**src/hdl/assert_macros.svh**
```systemverilog
// ----------------------------------------------------------------------------
// assert_macros.svh
// Concurrent assertion shorthands, clocked on clk_i, disabled in reset.
// ----------------------------------------------------------------------------
`ifndef ASSERT_MACROS_SVH
`define ASSERT_MACROS_SVH

// same-cycle implication
`define BAMS_ASSERT_IMP(lbl, ante, cons) \
  lbl: assert property (@(posedge clk_i) disable iff (!rst_ni) (ante) |-> (cons)) \
    else $error("assertion failed");

// next-cycle implication
`define BAMS_ASSERT_NXT(lbl, ante, cons) \
  lbl: assert property (@(posedge clk_i) disable iff (!rst_ni) (ante) |=> (cons)) \
    else $error("assertion failed");

`endif

```
**src/hdl/bams_mul.sv**
```systemverilog
// ----------------------------------------------------------------------------
// bams_mul
// Pipelined unsigned multiplier, one 32x32 partial product per stage.
// ----------------------------------------------------------------------------
module bams_mul #(
  parameter int unsigned WA = 32,
  parameter int unsigned WB = 32
) (
  input  logic             clk_i,
  input  logic             en_i,
  input  logic [WA-1:0]    a_i,
  input  logic [WB-1:0]    b_i,
  output logic [WA+WB-1:0] p_o
);

  localparam int unsigned NA  = (WA + 31) / 32;
  localparam int unsigned NB  = (WB + 31) / 32;
  localparam int unsigned NS  = NA * NB;
  localparam int unsigned WPA = 32 * NA;
  localparam int unsigned WPB = 32 * NB;
  localparam int unsigned WC  = WPA + WPB;

  logic [WPA-1:0] a_q   [NS];
  logic [WPB-1:0] b_q   [NS];
  logic [WC-1:0]  acc_q [NS];

  for (genvar s = 0; s < NS; s++) begin : g_stage
    localparam int unsigned I = s / NB;
    localparam int unsigned J = s % NB;
    logic [WPA-1:0] a_in;
    logic [WPB-1:0] b_in;
    logic [WC-1:0]  acc_in;
    logic [63:0]    pp;

    if (s == 0) begin : g_first
      assign a_in   = WPA'(a_i);
      assign b_in   = WPB'(b_i);
      assign acc_in = '0;
    end else begin : g_next
      assign a_in   = a_q[s-1];
      assign b_in   = b_q[s-1];
      assign acc_in = acc_q[s-1];
    end

    assign pp = 64'(a_in[32*I +: 32]) * 64'(b_in[32*J +: 32]);

    always_ff @(posedge clk_i) begin
      if (en_i) begin
        a_q[s]   <= a_in;
        b_q[s]   <= b_in;
        acc_q[s] <= acc_in + (WC'(pp) << (32 * (I + J)));
      end
    end
  end

  assign p_o = acc_q[NS-1][WA+WB-1:0];

endmodule

```
**config.mk**
```make
export PLATFORM = sky130hd
export DESIGN_NAME = bams_mul
export DESIGN_NICKNAME = d
export VERILOG_FILES = /design/src/hdl/assert_macros.svh /design/src/hdl/bams_mul.sv
export SDC_FILE = /design/constraint.sdc
export NUM_CORES = 2
export LEC_CHECK = 0
export ABC_AREA = 1
export BUFFER_PORTS_ARGS = -buffer_cell sky130_fd_sc_hd__buf_2
export CAP_MARGIN = 20
export CORE_UTILIZATION = 40
export CTS_BUF_LIST = sky130_fd_sc_hd__clkbuf_16
export CTS_CLUSTER_SIZE = 10
export DETAILED_ROUTE_END_ITERATION = 8
export MAX_ROUTING_LAYER = met4
export PLACE_DENSITY = 0.52
export SYNTH_ARGS = -nofsm -noshare
export SYNTH_HDL_FRONTEND = slang
export SYNTH_SLANG_ARGS = --single-unit
```
**constraint.sdc**
```tcl
create_clock -name clk_i -period 8 [get_ports clk_i]
set_clock_uncertainty 0.1 [all_clocks]
set_input_delay 1.2 -clock clk_i [delete_from_list [all_inputs] [get_ports clk_i]]
set_output_delay 1.2 -clock clk_i [all_outputs]
set_load 0.01 [all_outputs]
```
==> flow_metrics.py <==
metrics = {
    "job": {
        "maxCapViolCount": 0,
    },
    "min_path": {
        "whs_path_depth": 2,
        "hp-start": "en_i",
        "hold_class": "in -> reg",
        "hold_path_end": "acc_q[0][60]$_DFFE_PP_",
    },
    "cells_and_area": {
        "reg_top3": "acc_q: 64 flops",
        "largest-register": "acc_q",
        "utilization_pct": 44.5,
        "drive_gt1_share_pct": 8.34,
        "area_growth_pct": 9.75,
        "largest_register_ffs": 64,
        "nets": 6426,
    },
    "timing": {
        "fmax_mhz": 131,
        "hold_viol_final": 0,
        "fin_crit_ns": 7.64,
        "slew_headroom_pct": 39.7,
        "worstMarginPinSlew_ns": 0.905,
        "whs_ns": 1.51,
        "setup_viol": 0,
        "rsz0062_at_grt": "false",
        "period_share_pct": 95.5,
        "timing.final.max_slew_violations": 0,
    },
    "worst_setup_path": {
        "crit_required_ns": 8.00,
        "path_class": "in -> reg",
        "path_max_fanout": 14,
        "worstPathArrival_ns": 7.63,
        "end_kind": "register",
        "worst_setup_path_start_kind": "input port",
    },
    "global_route": {
        "grtUsageTotal_pct": 24.1,
        "grt_pass1_wl_um": 173000,
        "grt_pass1_vias": 31352,
        "antenna_found_initial": 2,
        "grt_overflow": 0,
        "grt_max_degree": 65,
    },
    "cts": {
        "ctsHoldBuffers": 0,
        "post-cts-setup-buffers": 0,
        "cts-root-buf": "clkbuf_16",
        "numCtsBuffers": 9,
        "cts_buffer_depth": 2,
        "post_cts_resized": 0,
        "cts.sinks": 64,
        "htreeDepth": 3,
        "cts_tree": "built",
        "clkTransAtPathRegs_ns": 0.06,
    },
    "synthesis": {
        "syn_nets": 6246,
        "syn_avg_cell_area_um2": 7.57,
        "yosysUniqueCellTypes": 23,
        "yosysSeqAreaShare_pct": 5.05,
        "yosysWarnings": 0,
        "syn_area_um2": 38000,
        "yosys_register_bits": 64,
        "netlist_instances": 5021,
    },
    "routing": {
        "ant_nets": 0,
        "via_per_inst": 4.55,
        "wirelength_um": 106000,
        "drc": 0,
        "drtIter0Drc": 1361,
        "routedWlPerCell_um": 16.4,
        "dr.pass1.iters": 7,
        "vias": 29404,
    },
    "outcome": {
        "status": "finished clean",
    },
    "die": {
        "die-area_um2": 96300,
        "die_y_um": 310,
        "core_area_um2": 93700,
        "rows": 112,
        "die_w_um": 310,
        "start_util_pct": 40.6,
        "ios": 130,
    },
    "placement": {
        "port_buffers": 129,
        "hpwl_um": 95700,
        "gp_congestion": 0.914,
    },
}
## cell usage in the layout (no fill, tap or decap), types with 12 or more instances in the layout
master    netlist  routed
nand2_2        13      13
nand2_1      1565    1565
nor2_1         79      79
a21oi_1        44      44
ha_1          263     263
buf_12          0      14
xor2_1         33      33
nand3_1        59      59
nor3_1         12      12
buf_4           0     218
inv_1        1725    1725
nand4_1        16      16
nor2_2         15      15
fa_1          896     896
edfxtp_1       64      64
buf_2           0     127
## through the flow
stage | setup TNS (ns) | instance area (µm²) | cells | setup slack [ns]
4_1_cts | 0 | 41700 | 6459 | 0.286
2_1_floorplan | 0 | 38000 | 5021 | 0.744
5_1_grt | 0 | 41700 | 6461 | 0.0247
3_3_place_gp | -0.0618 | 41400 | 6444 | -0.0294
3_5_place_dp | -0.280 | 41400 | 6444 | -0.0695
6_report | 0 | 41700 | 6461 | 0.362
## cell usage after synthesis (all sizes together)
cell type	number	area share [%]
nor3	18	0.35
nand3	66	0.96
a21oi	44	0.58
nand4	16	0.26
inv	1735	17
nand2	1578	16
xnor2	2	0.046
nor2	100	1.2
xor2	33	0.76
edfxtp	64	5.1
o21bai	12	0.26
ha	263	8.7
fa	896	47
o21ai	2	0.026
clkbuf	192	1.9
## worst max-delay path, stage by stage
cell	delay (ns)
buf_2	0.22
buf_4	0.21
buf_4	0.14
nand2_1	0.06
inv_1	0.05
fa_1	0.53
inv_1	0.05
fa_1	0.50
fa_1	0.45
fa_1	0.55
inv_1	0.05
fa_1	0.48
fa_1	0.59
fa_1	0.47
fa_1	0.47
ha_1	0.44
nand2_1	0.14
nor2_1	0.23
nand2_1	0.17
nor2_1	0.17
buf_4	0.13
nand3_1	0.13
nand4_1	0.14
nand2_1	0.06
## how the worst max path moves through the flow
stage	from	endpoint	slack, ns	cells after the start
2_1_floorplan	a_i[25]	acc_q[0][62]$_DFFE_PP_	0.74	25
3_3_place_gp	b_i[8]	acc_q[0][60]$_DFFE_PP_	-0.03	24
3_5_place_dp	b_i[8]	acc_q[0][52]$_DFFE_PP_	-0.07	24
4_1_cts	b_i[8]	acc_q[0][60]$_DFFE_PP_	0.29	24
5_1_grt	a_i[8]	acc_q[0][52]$_DFFE_PP_	0.02	25
6_report	a_i[18]	acc_q[0][49]$_DFFE_PP_	0.36	24
## area by class of cell
class                   count  area (µm²)
diodes                      2        5.00
clock buffers               9         225
clock inverters             6        61.3
fillers                  9771       52000
inverters                1735        6510
multi-input cells        3030       28900
flip-flops and latches     64        1920
well taps                1254        1570
repair buffers            361        2570
## per-layer routing
metal  vias to the layer above  GRT usage, %  routed length (µm)
met4                         0          4.66                2280
met5                         -             -                   0
met3                       111          1.62                3400
li1                      14028             -                   -
met2                       508          41.1               53500
met1                     14757          31.7               46900
## cells by family (layout without fill, tap and decap cells)
family                     Yosys count  after routing  synth area share, %
and+or+nand+nor                   1778           1778                 18.4
adders and majority gates         1159           1159                 55.8
xor gates and xnor gates            35             35                0.806
buffers and inverters             1927           2111                 19.0
other                                0              2                    0
AOI/OAI and AO/OA                   58             58                0.862
DFF                                 64             64                 5.05
Power is left out: the tool's default activity adds up to more than one toggle a clock period on the data nets, which glitch-free logic cannot reach.
