`src/hdl/assert_macros.svh`:
```
// ----------------------------------------------------------------------------
// assert_macros.svh
// Concurrent assertion shorthands, clocked on clk_i, disabled in reset.
// ----------------------------------------------------------------------------
`ifndef ASSERT_MACROS_SVH
`define ASSERT_MACROS_SVH

// same-cycle implication
`define BAMS_ASSERT_IMP(lbl, ante, cons) \
  lbl: assert property (@(posedge clk_i) disable iff (!rst_ni) (ante) |-> (cons)) \
    else $error("assertion failed");

// next-cycle implication
`define BAMS_ASSERT_NXT(lbl, ante, cons) \
  lbl: assert property (@(posedge clk_i) disable iff (!rst_ni) (ante) |=> (cons)) \
    else $error("assertion failed");

`endif

```
`src/hdl/bams_sqrt.sv`:
```
// ----------------------------------------------------------------------------
// bams_sqrt
// Pipelined integer square root, one root bit per stage.
// ----------------------------------------------------------------------------
module bams_sqrt #(
  parameter int unsigned WR = 28
) (
  input  logic            clk_i,
  input  logic            en_i,
  input  logic [2*WR-1:0] v_i,
  output logic [WR-1:0]   root_o
);

  logic [2*WR-1:0] v_q    [WR];
  logic [WR+1:0]   rem_q  [WR];
  logic [WR-1:0]   root_q [WR];

  for (genvar s = 0; s < WR; s++) begin : g_stage
    localparam int unsigned P = WR - 1 - s;
    logic [2*WR-1:0] v_in;
    logic [WR+1:0]   rem_in;
    logic [WR-1:0]   root_in;
    logic [WR+1:0]   rem_sh;
    logic [WR+1:0]   trial;
    logic            ge;

    if (s == 0) begin : g_first
      assign v_in    = v_i;
      assign rem_in  = '0;
      assign root_in = '0;
    end else begin : g_next
      assign v_in    = v_q[s-1];
      assign rem_in  = rem_q[s-1];
      assign root_in = root_q[s-1];
    end

    assign rem_sh = {rem_in[WR-1:0], v_in[2*P +: 2]};
    assign trial  = {root_in, 2'b01};
    assign ge     = rem_sh >= trial;

    always_ff @(posedge clk_i) begin
      if (en_i) begin
        v_q[s]    <= v_in;
        rem_q[s]  <= ge ? rem_sh - trial : rem_sh;
        root_q[s] <= {root_in[WR-2:0], ge};
      end
    end
  end

  assign root_o = root_q[WR-1];

endmodule

```
`config.mk`:
```
export PLATFORM = sky130hd
export DESIGN_NAME = bams_sqrt
export DESIGN_NICKNAME = d
export VERILOG_FILES = /design/src/hdl/assert_macros.svh /design/src/hdl/bams_sqrt.sv
export SDC_FILE = /design/constraint.sdc
export NUM_CORES = 2
export LEC_CHECK = 0
export BUFFER_PORTS_ARGS = -buffer_cell sky130_fd_sc_hd__buf_2
export CELL_PAD_IN_SITES_DETAIL_PLACEMENT = 0
export CELL_PAD_IN_SITES_GLOBAL_PLACEMENT = 1
export CORE_ASPECT_RATIO = 0.7
export CORE_MARGIN = 2
export CORE_UTILIZATION = 49
export CTS_CLUSTER_DIAMETER = 40
export CTS_CLUSTER_SIZE = 16
export DETAILED_ROUTE_END_ITERATION = 10
export PLACE_DENSITY_LB_ADDON = 0.1
export SETUP_SLACK_MARGIN = 0.05
export SYNTH_ARGS = -nofsm -noshare
export SYNTH_HDL_FRONTEND = slang
export SYNTH_SLANG_ARGS = --single-unit
```
`constraint.sdc`:
```
create_clock -name clk_i -period 5.2 [get_ports clk_i]
set_input_delay 0.26 -clock clk_i [delete_from_list [all_inputs] [get_ports clk_i]]
set_output_delay 0.26 -clock clk_i [all_outputs]
set_load 0.02 [all_outputs]
```
==> impl_results.md <==
- Detailed placement HPWL: 124,000 µm
- Commonest cells in the netlist: edfxtp_1 (1,881), inv_1 (547), nor2_1 (437)
- Synthesized Nets: around 7,100
- Final Critical Period: 4.09 ns
- DRT antenna net count: 0
- Crit path buf inv count: 0
- Largest net degree at the start of global routing: 167
- Hold path startpoint: v_i[45]
- Cell depth of the worst hold path: 2
- Drt initial violations: 3,793
- Ys flop type: edfxtp_1
- Reg clk slew, reported paths: 0.07 ns
- Post-CTS setup buffers: 0
- Layout Utilization: 0.556
- Cts bufs inserted: 204
- DIE AREA: around 180,000 µm²
- Total GRT Usage: 0.193
- Setup Viol. Count Final: 0
- Final hold violation count: 0
- Global-route wire length before repair: 275,000 µm
- Core Rows: 129
- Max Cap Viol: 0
- Worst slew pin tran: approximately 1.3 ns
- Pleak: 37.7 nW
- Final slew viol count: 0
- Fill cells: 14,638
- Fmax achieved: 245 MHz
- Startpoint Class: flip-flop
- CTS tree: built
- I/O Buffers: 85
- Nets: 7,411
- Hold Path End: v_q[0][45]$_DFFE_PP_
- Worst path cell trace: ha_1, nor2b_1, o21ai_0, a21boi_0, o21ai_0, o211ai_1, a221o_1, a21bo_2, nand2_1, a211oi_1, xor2_1
- GPL Wtd Cong: between 0.8 and 0.9
- Syn-to-layout area delta: 12.9%
- Share of cells above drive strength 1: 0.0890
- Asr flop ratio synth: 0
- I/O pins: 86
- CP max stage cell: a21bo_2
- Remaining Overflow, GRT: 0
- Area share of the largest cell type after synthesis: 0.651
- Netlist cell types: between 90 and 100
- PwrDens: 444 nW/µm²
- Worst IR drop on VDD: 0.000379 V
- #FFs+latches synth: about 1,900
- WP data arrival: 4.64 ns
- Core Footprint: 176,000 µm²
- RSZ-0062 raised after global routing: no
- Outcome: finished clean
- Synth Instances: 6,617
- CP Launch Point: rem_q[1][120]$_DFFE_PP_
- Routed length per instance: 18.5 µm
- Post-route DRC: 0
- Min-Delay Path Class: primary input to flip-flop
- Initial Utilization: 0.492
- Synth top area cells: edfxtp_1 (65%), ha_1 (6.3%), xnor2_1 (3.5%)
- Clock Skew: 0.0286 ns
- Chip Height: 356 µm
- Crit-path leading delay family: compound AO/OA/AOI/OAI gates
- Vias: 50,620
- CTS HTree Levels: 4
- Reg2Reg Capture Point: rem_q[1][176]$_DFFE_PP_
- Number of antenna violations at the first check in global routing: 2
- Yosys top cell by area: edfxtp_1
- WL final: 174,000 µm
- Placed cell count: roughly 9,000
- Longest Clk Path Bufs: 3
- Worst path required time: about 5.8 ns
- Most instantiated library cell after synthesis: edfxtp_1
- Cell area after layout: ~100,000 µm²
- Worst setup path class: flip-flop to flip-flop
- Sequential area share after synthesis: 0.651
- Die Wd: 507 µm
- Number of synthesized flops with an enable pin: 1,881
- Fin crit share: 0.786
- Syn avg cell area: ~13 µm²
- Post-DP Area: 90,400 µm²
- Total Neg Setup Slack: 0 ns
- Cell area after synthesis: around 87,000 µm²
- Total clock sinks: 1,881
- Crit-path max FO: 42
- Drt first pass iters: 5
- Vias in the first global route: 48,743
- Worst path max stage delay: 0.73 ns
- Setup slack, reg-to-reg: 1.11 ns
- Clk Latency, worst-skew pair: 0.84 ns
- Reg-to-reg startpoint: rem_q[1][120]$_DFFE_PP_
- Routed vias/inst: 5.36
- Yosys warns: 0
- Layout Cells excl Fill: 9,440
- R2R cell count: 11
- Clk root buf: clkbuf_16
- CP Capture Type: flip-flop
- Most used cell along the critical path: o21ai_0
- Slew headroom: 0.158
## stage by stage
step                      setup slack, ns  hold slack (ns)  total power, mW
after floorplan                      2.00            0.359             26.3
after global placement               1.23            0.401             28.9
after detailed placement             1.19            0.405             29.0
after CTS                            1.16           0.0577             44.0
after global routing                0.805           0.0725             45.8
final                                1.11            0.131             43.5
## repair_timing
action | 4_1_cts | 5_1_grt
endpoints found under the hold margin | 88 | 0
hold buffers | 58 | 0
setup endpoints to repair | 0 | 0
gates resized for setup | 0 | 0
## registers in the layout, summed over array words and instances (netlist names)
name,count
rem_q,719
v_q,756
root_q,406
## cell families after synthesis
logic type	count (synthesis)	share of synthesized area
fa+ha+maj	436	0.0629
compound gates	1299	0.0924
buf+inv	658	0.0288
flops	1881	0.651
xor+xnor	588	0.0594
mux	81	0.0104
simple gates	1673	0.0949
other cells	1	0.0000432
## layout by cell type, fill, tap and decap left out, types with 16 or more instances in the layout
cell / instances
a211oi_1: 20
a21boi_0: 30
a21o_1: 164
a21oi_1: 420
a31oi_1: 25
and3_1: 47
and4_1: 16
buf_2: 84
buf_4: 48
clkbuf_16: 205
clkinv_4: 19
clkinvlp_4: 24
dlygate4sd3_1: 58
edfxtp_1: 1881
ha_1: 436
inv_1: 547
inv_6: 28
inv_8: 24
mux2_2: 76
nand2_1: 429
nand2b_1: 100
nand3_1: 107
nand3b_1: 25
nand4_1: 60
nor2_1: 435
nor2b_1: 63
nor3_1: 137
nor4_1: 85
o21a_1: 91
o21ai_0: 330
o21bai_1: 31
o22ai_1: 16
o31ai_1: 35
or2_2: 23
or3_1: 57
or4_1: 26
xnor2_1: 346
xor2_1: 242
## worst reg2reg max path, cell delays in order (launching register included)
cell	delay [ns]
edfxtp_1	0.40
ha_1	0.38
nor2b_1	0.14
o21ai_0	0.11
a21boi_0	0.47
o21ai_0	0.42
o211ai_1	0.35
a221o_1	0.29
a21bo_2	0.73
nand2_1	0.15
a211oi_1	0.27
xor2_1	0.10
## routing by layer
| layer | part of all wire | track usage | up-vias | routed length [µm] |
|---|---|---|---|---|
| met4 | 0.017 | 0.0411 | 0 | 2990 |
| met3 | 0.049 | 0.0345 | 225 | 8550 |
| met5 | 0 | 0 | - | 0 |
| met1 | 0.50 | 0.298 | 24342 | 87900 |
| li1 | - | - | 25052 | - |
| met2 | 0.43 | 0.286 | 1001 | 74800 |
## where the power goes
| group | internal, mW | switching (mW) |
|---|---|---|
| Sequential | 19.2 | 1.24 |
| Combinational | 3.54 | 4.76 |
| Clock | 8.27 | 6.54 |
| Total | 31.0 | 12.5 |
## layout make-up
type                            instances  area [µm²]  share of cell area
Antenna cell                            1        2.50           0.0000255
Clock buffer                          218        5180              0.0529
Clock inverter                        152        1830              0.0187
Inverter                              549        2060              0.0210
Multi-Input combinational cell       4078       27800               0.284
Sequential cell                      1881       56500               0.577
Tap cell                             2358        2950              0.0301
Timing Repair Buffer                  203        1620              0.0166
## how the worst max path moves through the flow
stage | to | slack (ns) | cells past startpoint
global placement | rem_q[1][176]$_DFFE_PP_ | 1.23 | 11
finish | rem_q[1][176]$_DFFE_PP_ | 1.11 | 11
CTS | rem_q[1][176]$_DFFE_PP_ | 1.16 | 11
detailed placement | rem_q[1][176]$_DFFE_PP_ | 1.19 | 11
global route | rem_q[1][176]$_DFFE_PP_ | 0.81 | 11
floorplan | rem_q[1][68]$_DFFE_PP_ | 2.00 | 11
Power figures use the tool's default switching activity.
